[src/hdl/cct_pkg.sv]
// Shared types and constants for the cook countdown timer.
package cct_pkg;

  localparam int unsigned TimeW = 27;
  localparam int unsigned OpW   = 3;
  localparam int unsigned CntW  = 5;
  localparam int unsigned OutW  = 2 * TimeW + 3;

  // One day in milliseconds; every stored time saturates here.
  localparam logic [TimeW-1:0] DAY_MS = TimeW'(24 * 60 * 60 * 1000);

  typedef enum logic [OpW-1:0] {
    OP_TICK  = 3'd0,
    OP_RUN   = 3'd1,
    OP_STOP  = 3'd2,
    OP_PAUSE = 3'd3,
    OP_CLEAR = 3'd4,
    OP_SET   = 3'd5,
    OP_STEP  = 3'd6
  } op_e;

  typedef struct packed {
    logic apply;
    logic div_start;
    logic div_step;
    logic div_finish;
    logic out_load;
  } cmd_t;

  typedef struct packed {
    logic div_last;
  } status_t;

  typedef struct packed {
    logic             has_run;
    logic             finished;
    logic             running;
    logic [TimeW-1:0] target_ms;
    logic [TimeW-1:0] remaining_ms;
  } result_t;

endpackage

[src/hdl/cct_datapath.sv]
// Timer state, remainder divider for the step operation, and result register.
module cct_datapath (
  input  logic                            clk_i,
  input  logic                            rst_ni,
  input  cct_pkg::cmd_t                   cmd_i,
  output cct_pkg::status_t                status_o,
  input  logic [cct_pkg::OpW-1:0]         op_i,
  input  logic [cct_pkg::TimeW-1:0]       amount_i,
  input  logic                            step_down_i,
  input  logic [cct_pkg::TimeW-1:0]       step_ms_i,
  output cct_pkg::result_t                result_o
);

  localparam int unsigned W = cct_pkg::TimeW;

  logic [W-1:0] target_q, target_d;
  logic [W-1:0] elapsed_q, elapsed_d;
  logic         run_q, run_d;
  logic         ran_q, ran_d;

  logic [W-1:0]              step_q;
  logic                      down_q;
  logic [W-1:0]              dividend_q, dividend_d;
  logic [W-1:0]              rem_q, rem_d;
  logic [W:0]                base_q, base_d;
  logic [cct_pkg::CntW-1:0]  cnt_q, cnt_d;

  cct_pkg::result_t result_q, result_d;

  logic [W:0]   tick_sum;
  logic [W:0]   rem_shift;
  logic [W:0]   step_res;
  logic [W-1:0] step_target;

  always_comb begin
    tick_sum  = {1'b0, elapsed_q} + {1'b0, amount_i};
    rem_shift = {rem_q, dividend_q[W-1]};
    step_res  = base_q - {1'b0, rem_q};

    if (step_q == '0) begin
      step_target = target_q;
    end else if (down_q) begin
      step_target = (target_q > step_q) ? step_res[W-1:0] : '0;
    end else begin
      step_target = (step_res > {1'b0, cct_pkg::DAY_MS}) ? cct_pkg::DAY_MS : step_res[W-1:0];
    end
  end

  always_comb begin
    target_d   = target_q;
    elapsed_d  = elapsed_q;
    run_d      = run_q;
    ran_d      = ran_q;
    dividend_d = dividend_q;
    rem_d      = rem_q;
    base_d     = base_q;
    cnt_d      = cnt_q;

    if (cmd_i.apply) begin
      case (cct_pkg::op_e'(op_i))
        cct_pkg::OP_TICK: begin
          if (run_q) begin
            elapsed_d = (tick_sum > {1'b0, cct_pkg::DAY_MS}) ? cct_pkg::DAY_MS
                                                             : tick_sum[W-1:0];
          end
        end
        cct_pkg::OP_RUN: begin
          if (!run_q) begin
            run_d = 1'b1;
            ran_d = 1'b1;
          end
        end
        cct_pkg::OP_STOP: begin
          run_d = 1'b0;
        end
        cct_pkg::OP_PAUSE: begin
          ran_d     = 1'b0;
          run_d     = 1'b0;
          target_d  = (target_q > elapsed_q) ? target_q - elapsed_q : '0;
          elapsed_d = '0;
        end
        cct_pkg::OP_CLEAR: begin
          ran_d = 1'b0;
        end
        cct_pkg::OP_SET: begin
          target_d = (amount_i > cct_pkg::DAY_MS) ? cct_pkg::DAY_MS : amount_i;
        end
        default: begin
        end
      endcase
    end

    if (cmd_i.div_start) begin
      // Rounding down works on target - 1, rounding up on target itself.
      dividend_d = step_down_i ? target_q - W'(1) : target_q;
      base_d     = step_down_i ? {1'b0, target_q - W'(1)}
                               : {1'b0, target_q} + {1'b0, step_ms_i};
      rem_d      = '0;
      cnt_d      = cct_pkg::CntW'(W - 1);
    end

    if (cmd_i.div_step) begin
      dividend_d = {dividend_q[W-2:0], 1'b0};
      if (rem_shift >= {1'b0, step_q}) begin
        rem_d = W'(rem_shift - {1'b0, step_q});
      end else begin
        rem_d = rem_shift[W-1:0];
      end
      cnt_d = cnt_q - cct_pkg::CntW'(1);
    end

    if (cmd_i.div_finish) begin
      target_d = step_target;
    end
  end

  always_comb begin
    result_d              = result_q;
    result_d.remaining_ms = (elapsed_q >= target_q) ? '0 : target_q - elapsed_q;
    result_d.target_ms    = target_q;
    result_d.running      = run_q;
    result_d.finished     = (elapsed_q >= target_q) && ran_q;
    result_d.has_run      = ran_q;
  end

  always_ff @(posedge clk_i or negedge rst_ni) begin
    if (!rst_ni) begin
      target_q  <= '0;
      elapsed_q <= '0;
      run_q     <= 1'b0;
      ran_q     <= 1'b0;
    end else begin
      target_q  <= target_d;
      elapsed_q <= elapsed_d;
      run_q     <= run_d;
      ran_q     <= ran_d;
    end
  end

  always_ff @(posedge clk_i) begin
    dividend_q <= dividend_d;
    rem_q      <= rem_d;
    base_q     <= base_d;
    cnt_q      <= cnt_d;
    if (cmd_i.div_start) begin
      step_q <= step_ms_i;
      down_q <= step_down_i;
    end
    if (cmd_i.out_load) begin
      result_q <= result_d;
    end
  end

  assign status_o.div_last = (cnt_q == '0);
  assign result_o          = result_q;

endmodule

[src/hdl/cct_controller.sv]
// Sequencing state machine and handshake control for the cook countdown timer.
module cct_controller (
  input  logic                     clk_i,
  input  logic                     rst_ni,
  input  logic                     in_valid_i,
  output logic                     in_ready_o,
  input  logic [cct_pkg::OpW-1:0]  op_i,
  output logic                     out_valid_o,
  input  logic                     out_ready_i,
  input  cct_pkg::status_t         status_i,
  output cct_pkg::cmd_t            cmd_o
);

  typedef enum logic [3:0] {
    ST_IDLE   = 4'b0001,
    ST_DIV    = 4'b0010,
    ST_FIN    = 4'b0100,
    ST_REPORT = 4'b1000
  } state_e;

  state_e state_q, state_d;
  logic   out_valid_q, out_valid_d;
  logic   accept;
  logic   out_free;

  assign in_ready_o = (state_q == ST_IDLE);
  assign accept     = in_valid_i && in_ready_o;
  assign out_free   = !out_valid_q || out_ready_i;

  always_comb begin
    state_d = state_q;
    cmd_o   = '0;

    case (state_q)
      ST_IDLE: begin
        if (accept) begin
          if (cct_pkg::op_e'(op_i) == cct_pkg::OP_STEP) begin
            cmd_o.div_start = 1'b1;
            state_d         = ST_DIV;
          end else begin
            cmd_o.apply = 1'b1;
            state_d     = ST_REPORT;
          end
        end
      end
      ST_DIV: begin
        cmd_o.div_step = 1'b1;
        if (status_i.div_last) begin
          state_d = ST_FIN;
        end
      end
      ST_FIN: begin
        cmd_o.div_finish = 1'b1;
        state_d          = ST_REPORT;
      end
      ST_REPORT: begin
        if (out_free) begin
          cmd_o.out_load = 1'b1;
          state_d        = ST_IDLE;
        end
      end
      default: begin
        state_d = ST_IDLE;
      end
    endcase
  end

  always_comb begin
    out_valid_d = out_valid_q;
    if (cmd_o.out_load) begin
      out_valid_d = 1'b1;
    end else if (out_ready_i) begin
      out_valid_d = 1'b0;
    end
  end

  always_ff @(posedge clk_i or negedge rst_ni) begin
    if (!rst_ni) begin
      state_q     <= ST_IDLE;
      out_valid_q <= 1'b0;
    end else begin
      state_q     <= state_d;
      out_valid_q <= out_valid_d;
    end
  end

  assign out_valid_o = out_valid_q;

endmodule

[src/hdl/cook_countdown_timer.sv]
// Top level of the cook countdown timer.
// Each request passes through the result register; a step first runs the bit-serial
// remainder divider. A new request is taken only once the result register is loaded,
// which waits while an earlier result is still unacknowledged downstream.
// Reset clears target, elapsed time, run and has-run flags and the result valid.
module cook_countdown_timer (
  input  logic        clk_i,
  input  logic        rst_ni,
  input  logic        s_axis_tvalid,
  output logic        s_axis_tready,
  input  logic [55:0] s_axis_tdata,   // amount_ms[26:0], step_down[27], step_ms[54:28]
  input  logic [7:0]  s_axis_tuser,   // op[2:0]
  output logic        m_axis_tvalid,
  input  logic        m_axis_tready,
  output logic [63:0] m_axis_tdata    // remaining_ms[26:0], target_ms[53:27], running[54],
                                      // finished[55], has_run[56]
);

  localparam int unsigned W = cct_pkg::TimeW;

  cct_pkg::cmd_t    cmd;
  cct_pkg::status_t status;
  cct_pkg::result_t result;

  cct_controller u_ctrl (
    .clk_i       (clk_i),
    .rst_ni      (rst_ni),
    .in_valid_i  (s_axis_tvalid),
    .in_ready_o  (s_axis_tready),
    .op_i        (s_axis_tuser[cct_pkg::OpW-1:0]),
    .out_valid_o (m_axis_tvalid),
    .out_ready_i (m_axis_tready),
    .status_i    (status),
    .cmd_o       (cmd)
  );

  cct_datapath u_dp (
    .clk_i       (clk_i),
    .rst_ni      (rst_ni),
    .cmd_i       (cmd),
    .status_o    (status),
    .op_i        (s_axis_tuser[cct_pkg::OpW-1:0]),
    .amount_i    (s_axis_tdata[W-1:0]),
    .step_down_i (s_axis_tdata[W]),
    .step_ms_i   (s_axis_tdata[2*W:W+1]),
    .result_o    (result)
  );

  assign m_axis_tdata = {(64 - cct_pkg::OutW)'(0), result};

  a_no_accept_in_divide: assert property (@(posedge clk_i) disable iff (!rst_ni)
    cmd.div_step |-> !s_axis_tready)
    else $error("request accepted while the divider is busy");

  a_target_saturated: assert property (@(posedge clk_i) disable iff (!rst_ni)
    m_axis_tvalid |-> (result.target_ms <= cct_pkg::DAY_MS))
    else $error("target exceeds one day");

  a_finished_means_zero: assert property (@(posedge clk_i) disable iff (!rst_ni)
    (m_axis_tvalid && result.finished) |-> (result.remaining_ms == '0))
    else $error("finished with time remaining");

  a_finished_needs_run: assert property (@(posedge clk_i) disable iff (!rst_ni)
    (m_axis_tvalid && result.finished) |-> result.has_run)
    else $error("finished without the has-run flag");

endmodule
[config.mk]
export PLATFORM = sky130hd
export DESIGN_NAME = cook_countdown_timer
export DESIGN_NICKNAME = d
export VERILOG_FILES = /design/src/hdl/cct_pkg.sv /design/src/hdl/cct_datapath.sv /design/src/hdl/cct_controller.sv /design/src/hdl/cook_countdown_timer.sv
export SDC_FILE = /design/constraint.sdc
export NUM_CORES = 1
export LEC_CHECK = 0
export ABC_AREA = 1
export BUFFER_PORTS_ARGS = -buffer_cell sky130_fd_sc_hd__buf_2
export CORE_MARGIN = 3
export CORE_UTILIZATION = 60
export CTS_BUF_LIST = sky130_fd_sc_hd__clkbuf_2 sky130_fd_sc_hd__clkbuf_4 sky130_fd_sc_hd__clkbuf_8
export CTS_CLUSTER_SIZE = 28
export DETAILED_ROUTE_END_ITERATION = 8
export PLACE_DENSITY_LB_ADDON = 0.05
export SLEW_MARGIN = 20
export SYNTH_ARGS = -nofsm -noshare
export SYNTH_HDL_FRONTEND = slang
export SYNTH_SLANG_ARGS = --single-unit
[constraint.sdc]
create_clock -name clk_i -period 7.33 [get_ports clk_i]
set_clock_uncertainty 0.2 [all_clocks]
set_input_delay 0.733 -clock clk_i [delete_from_list [all_inputs] [get_ports clk_i]]
set_output_delay 0.733 -clock clk_i [all_outputs]
set_load 0.05 [all_outputs]
==> results of run 1 <==
## critical path: stages, from the launching register on
cell,delay (ps)
dfrtp_1,500
ha_1,410
a21oi_1,170
nand2_1,130
nand2_1,90
o211ai_1,140
a21oi_1,490
o21ai_0,220
nand2_1,290
clkinv_1,770
nand2_1,310
o21ai_0,210
a21oi_1,180
a21boi_0,100
## routing by layer
metal / part of all wire, % / wire [um] / up-vias / GRT usage [%]
met5: 0.020 / 13 / - / 0
met4: 3.6 / 2370 / 2 / 12.5
met3: 10 / 6910 / 159 / 7.87
met2: 42 / 27800 / 1018 / 55.2
met1: 44 / 28900 / 9257 / 54.1
li1: - / - / 9447 / -
## sequential cells by signal, indices dropped and copies added, names as in the netlist
register and count:
u_ctrl.out_valid_o 1, u_dp.dividend_q 27, u_dp.run_q 1, u_ctrl.state_q 4
u_dp.base_q 28, u_dp.down_q 1, u_dp.step_q 27, u_dp.ran_q 1
u_dp.target_q 27, u_dp.cnt_q 5, u_dp.rem_q 27, u_dp.elapsed_q 27
u_dp.result_o 57
## cells by family after synthesis
kind of cell    count (synthesis)  share of synthesized area [%]
flops                         233                           33.5
simple gates                 1239                           27.1
other cells                     1                         0.0188
xor+xnor                       90                           3.96
buf+inv                       464                           9.13
compound gates                549                           15.4
fa+ha+maj                     170                           10.9
## layout by cell type (no fill, tap or decap), drive strengths merged, types with 4 or more instances in the layout
cell / count
nand2: 706
inv: 411
nor2: 249
a21oi: 244
o21ai: 203
edfxtp: 171
ha: 165
nand3: 156
buf: 139
dfrtp: 60
xor2: 58
clkbuf: 56
nand4: 46
nor3: 42
xnor2: 32
a21boi: 21
clkinv: 21
nor4: 13
a21o: 12
o21a: 11
o21bai: 11
or2: 10
a31oi: 9
o211ai: 9
a221oi: 8
a22o: 7
nand3b: 7
conb: 7
and2: 6
fa: 5
o31ai: 4
## through the flow
step / setup WS (ps) / instances
after floorplan: 3080 / 2752
after global placement: 3190 / 3281
after detailed placement: 3110 / 3281
after CTS: 3160 / 3359
after global routing: 2760 / 3360
final: 3040 / 3360
## layout make-up
| type | count | share of cell area (%) |
|---|---|---|
| timing repair buffer | 139 | 3.40 |
| sequential | 233 | 30.6 |
| clock buffer | 56 | 3.24 |
| inverter | 412 | 7.07 |
| multi-input combinational | 2055 | 52.4 |
| clock inverter | 22 | 0.778 |
| antenna | 1 | 0.0114 |
| tap | 442 | 2.53 |
## path summary, 6_finish.rpt
path	startpoint	to	slack, ps	cells after the start
worst max-delay path	u_dp.target_q[2]	u_dp.target_q[22]	3040	13
worst min-delay path	rst_ni	u_dp.ran_q	60	2
worst max register to register	u_dp.target_q[2]	u_dp.target_q[22]	3040	13
worst min register to register	u_dp.ran_q	u_dp.result_o[56]	260	0
max in group asynchronous	rst_ni	u_dp.elapsed_q[1]	6260	2
min in group clk_i	m_axis_tready	u_ctrl.out_valid_o	110	2
## report_power, final
part,internal (uW),switching [uW]
Combinational,1580,3540
Sequential,1840,356
Clock,710,608
==> results.ini, run 1 <==
[setup_path]
critPathKind = flop to flop
endpoint_kind = flop
critPathRequiredTime_ps = 7640
path_max_fanout = 26
cp.arrival_ps = 4600
cp-start-kind = flop

[floorplan]
die_h_um = 188
core_area_um2 = 32600
die-area_um2 = 35400
die_w_um = 188
num_io_pins = 134
row_count = 66
initial_core_util_pct = 61.1

[layout]
final-seq-area_um2 = 6680
area_growth_pct = 9.78
final_area_um2 = 21900
utilization_pct = 67.1
fillers = 2879
drive_above_1_share_pct = 10.7
layout.nets = 3122
multi_input_area_um2 = 11500

[synth]
ys.flop_type = edfxtp_1
synth_commonest_cells = nand2_1 (687), inv_1 (392), a21oi_1 (240)
synth-seq-cells = 233
synth_edf_count = 171
synthTopCellsByArea = edfxtp_1 (26%), nand2_1 (13%), ha_1 (10%)
async_flop_share_pct = 26.2
yosysMostFrequentCell = nand2_1
ys_warn_count = 0
yosys.area.top_type = edfxtp_1
ys_seq_area_share_pct = 33.5
syn_area_um2 = 19900
synth.top_cell.area_share_pct = 25.8
syn_avg_cell_area_um2 = 7.26
yosys.cell_types.count = 64
syn_inst = 2746

[sta]
worst_slew_pin_slew_ps = 976
rsz0062_at_grt = no
timing.hold.ws_ps = 59.7
min_period_over_period_pct = 58.6
fin_setup_tns_ps = 0
slew_headroom_pct = 34.9
min_period_ps = 4290
hold_viol = 0
setup-violations-final = 0
max_freq_mhz = 233
drv_slew = 0

[clocking]
cts_buffers = 43
clkSlewWorstSetupHoldPaths_ps = 60
cts_setup_buffers = 0
clock_path_buffers = 3
worstSkewPairLatency_ps = 620
cts_sinks = 233
clock-root-buffer = clkbuf_8
cts.htree.levels = 2
postCtsHoldBufs = 0
cts_tree = built
cts-resized-gates = 0

[routing]
wl_per_cell_um = 19.6
routed_wl_um = 66000
drtIter0Drc = 2191
drc = 0
vias = 19883
dr.pass1.iters = 9
vias_per_cell = 5.92
ant_nets = 0

[run]
max_cap_viol_count = 0

[worst_hold_path]
min_path_type = primary input to async pin

[placement]
gp_congestion = 1.07
dpl.hpwl_um = 52600
placed_area_um2 = 21000
numPortBuffers = 120

[power]
pwr_density_cell_nw_per_um2 = 395
power_uw = 8630
vdd_drop_max_uv = 353
leakage_uw = 0.0105

[grt]
grt_pass1_vias = 18589
grt-ovfl-total = 0
grt_pass1_wl_um = 103000
antenna_found_initial = 3
grt_max_degree = 77
grtUsageTotal_pct = 37.1

[outcome]
status = finished clean

No activity file was read; power rests on OpenSTA's default activity.
==> run 2, diff against run 1 <==
--- a/config.mk
+++ b/config.mk
@@ -5,7 +5,7 @@
 export SDC_FILE = /design/constraint.sdc
 export NUM_CORES = 1
 export LEC_CHECK = 0
-export ABC_AREA = 1
+export ABC_AREA = 0
 export BUFFER_PORTS_ARGS = -buffer_cell sky130_fd_sc_hd__buf_2
 export CORE_MARGIN = 3
 export CORE_UTILIZATION = 60
==> constraint.sdc (replaced) <==
create_clock -name clk_i -period 4 [get_ports clk_i]
set_clock_uncertainty 0.2 [all_clocks]
set_input_delay 0.4 -clock clk_i [delete_from_list [all_inputs] [get_ports clk_i]]
set_output_delay 0.4 -clock clk_i [all_outputs]
set_load 0.05 [all_outputs]
==> run 2 against run 1 <==
- the flow now finishes with violations (negative setup slack)
- die area is 6.2% lower
- non-clock buffer count is 278 higher
- via count is 7.4% lower
- clock-buffer cell count is 5 lower
- setup slack worse by 3200 ps
- register-to-register slack worse by 3200 ps
- maximum frequency is 4.2% higher
- global-route usage is 0.27 points lower
- routed wire length is 4.9% lower
- sequential share of layout area is 1.7 points lower
- synthesized area is 6.4% lower
- clock power is 79% higher
- highest routed layer is now met4
==> results.ini, run 2 <==
[outcome]
status = finished with violations
violations = negative setup slack

[synth]
yosys.area.top_type = edfxtp_1
synth.top_cell.area_share_pct = 27.5  ; +1.8 points
async_flop_share_pct = 26.2  ; unchanged
ys.flop_type = edfxtp_1
synth_commonest_cells = nand2_1 (211), nor2_1 (197), edfxtp_1 (171)
yosys.cell_types.count = 90  ; +41%
syn_avg_cell_area_um2 = 8.88  ; +22%
ys_warn_count = 0  ; unchanged
ys_seq_area_share_pct = 35.8  ; +2.3 points
yosysMostFrequentCell = nand2_1
synth_edf_count = 171  ; unchanged
synthTopCellsByArea = edfxtp_1 (28%), ha_1 (11%), dfrtp_1 (8.1%)
synth-seq-cells = 233  ; unchanged
syn_inst = 2100  ; -24%
syn_area_um2 = 18600  ; -6.4%

[grt]
met1_usage_pct = 46.6  ; -7.4 points
antenna_found_initial = 1  ; -2
grt_pass1_vias = 18199  ; -2.1%
grtUsageTotal_pct = 36.9  ; -0.27 points
grt-ovfl-total = 0  ; unchanged
grt_max_degree = 49  ; -36%
use_met2_pct = 62.1  ; +6.9 points
globalRoute.busiestLayer = met2
grt_pass1_wl_um = 97500  ; -5.1%
gr-usage-met3_pct = 5.42  ; -2.4 points

[routing]
ant_nets = 0  ; unchanged
drtIter0Drc = 1574  ; -28%
drc = 0  ; unchanged
routed_wl_um = 62700  ; -4.9%
wl_per_cell_um = 21.5  ; +9.6%
vias = 18405  ; -7.4%
vias_per_cell = 6.31  ; +6.7%
dr.pass1.iters = 5  ; -4

[layout]
multi_input_area_um2 = 11700  ; +2.0%
fillers = 2117  ; -26%
final-seq-area_um2 = 6680  ; about the same
utilization_pct = 77.0  ; +9.9 points
final_cell_mix = buf_4 (258), nand2_1 (209), nor2_1 (195), edfxtp_1 (171), ha_1 (158)
finalNonFillerCells = 2915  ; -13%
area_growth_pct = 24.4
largest_register_ffs = 57  ; unchanged
layout_commonest_cell = buf_4
drive_above_1_share_pct = 22.9  ; +12 points
layout.nets = 2733  ; -12%

[placement]
dpl.hpwl_um = 47600  ; -9.5%
dp.cells = 2796  ; -15%
gp_congestion = 0.951  ; -11%
pre_cts_slack_ps = -471  ; -3580 ps
numPortBuffers = 120  ; unchanged

[setup_path]
rrSetupSlack_ps = -120  ; -3160 ps
endpoint_kind = flop
cp.arrival_ps = 4350  ; -250 ps
rr_startpoint = u_dp.rem_q[0]
critPathLaunch = u_dp.rem_q[0]
critPathRequiredTime_ps = 4230  ; -3410 ps
r2r_end = u_dp.target_q[10]
cp-start-kind = flop
r2r_cells = 14  ; +1
critPathKind = flop to flop
path_max_fanout = 3  ; -88%
setup.worst_path.end = u_dp.target_q[10]

[power]
pwr_density_cell_nw_per_um2 = 722  ; +83%
vdd_drop_max_uv = 349  ; -1.2%
leakage_uw = 0.0101  ; -3.9%

[sta]
min_period_over_period_pct = 103  ; +44 points
drv_slew = 0  ; unchanged
worst_slew_pin_slew_ps = 878  ; -97.7 ps
slew_headroom_pct = 41.5  ; +6.5 points
min_period_ps = 4120  ; -174 ps
hold_viol = 0  ; unchanged
setup-violations-final = 29  ; +29
rsz0062_at_grt = yes
layout_setup_ws_ps = -120  ; -3160 ps
fin_setup_tns_ps = -1780  ; -1780 ps
max_freq_mhz = 243  ; +4.2%

[floorplan]
die_w_um = 182  ; -3.2%
core_area_um2 = 30100  ; -7.7%
row_count = 63  ; -4.5%
die-area_um2 = 33200  ; -6.2%
die_h_um = 182  ; -3.2%
initial_core_util_pct = 61.9  ; +0.83 points
num_io_pins = 134  ; unchanged

[clocking]
clock_path_buffers = 3  ; unchanged
clkSlewWorstSetupHoldPaths_ps = 60  ; about the same
cts_tree = built
cts.htree.levels = 2  ; unchanged
clock-root-buffer = clkbuf_8
worstSkewPairLatency_ps = 560  ; -60 ps
cts_buffers = 42  ; -2.3%
cts_sinks = 233  ; unchanged

[run]
max_cap_viol_count = 0  ; unchanged

[worst_hold_path]
min_path_type = primary input to flop

[run 2: cell type report]
cell class                      count  area share (%)
Clock buffer                       51            2.87
Clock inverter                     22           0.804
Multi-Input combinational cell   1668            50.5
Antenna cell                        1          0.0108
Inverter                          133            2.15
Sequential cell                   233            28.8
Tap cell                          390            2.10
Timing Repair Buffer              417            12.8
[run 2: cells by family (layout without fill, tap and decap cells)]
family	Yosys count	in the layout	share of synthesized area (%)
mux	10	10	0.564
flops	233	233	35.8
compound gates	620	620	22.0
buf+inv	205	623	4.35
other cells	1	8	0.0201
xor+xnor	140	140	6.58
simple gates	721	721	19.0
fa+ha+maj	170	170	11.6
[run 2: timing repair]
| action | 4_1_cts | 5_1_grt |
|---|---|---|
| setup endpoints to repair | 58 | 90 |
| pin swaps | 22 | 31 |
| cloned | 0 | 0 |
| hold buffers | 32 | 0 |
| endpoints found under the hold margin | 66 | 0 |
| setup buffers | 7 | 8 |
| resized for setup | 52 | 64 |
[run 2: worst min-delay path by stage]
stage                             from                  to  slack, ps  cells past startpoint
floorplan                       rst_ni  u_ctrl.out_valid_o       -100                      0
global placement    u_dp.dividend_q[0]  u_dp.dividend_q[0]        260                      2
detailed placement  u_dp.dividend_q[0]  u_dp.dividend_q[0]        270                      2
CTS                    s_axis_tuser[2]          u_dp.run_q         50                      3
global route           s_axis_tuser[2]          u_dp.run_q         80                      3
finish                 s_axis_tuser[2]          u_dp.run_q         70                      3
[run 2: routing by layer]
| metal | share of wire (%) | up-vias | wire, um |
|---|---|---|---|
| met5 | 0 | - | 0 |
| met4 | 5.8 | 0 | 3650 |
| met2 | 47 | 926 | 29500 |
| met3 | 7.9 | 225 | 4930 |
| met1 | 39 | 8715 | 24600 |
| li1 | - | 8539 | - |
[run 2: report_power, final]
part | switching (uW) | internal, uW | total (uW)
sequential | 353 | 3320 | 3670
clock | 1070 | 1290 | 2360
combinational | 6180 | 4510 | 10700
total | 7610 | 9120 | 16700
[run 2: critical path: stages, from the launching register on]
cell and delay (ps):
edfxtp_1 470, ha_2 240, fa_2 220, nor2b_2 50, o31a_1 260, o21a_1 190
or3_4 330, a2111o_1 440, nor4_1 160, or4b_4 530, nor4_4 210, a41oi_4 200
buf_6 180, a211oi_2 230, o21ai_1 80
[run 2: stage by stage]
stage               hold WS [ps]  instance area [um^2]  total power (uW)
floorplan                  -95.6                 18700             10000
global placement             263                 21400             13400
detailed placement           267                 21400             13600
CTS                         51.2                 22900             16200
global route                77.8                 23200             17800
finish                      73.9                 23200             16700
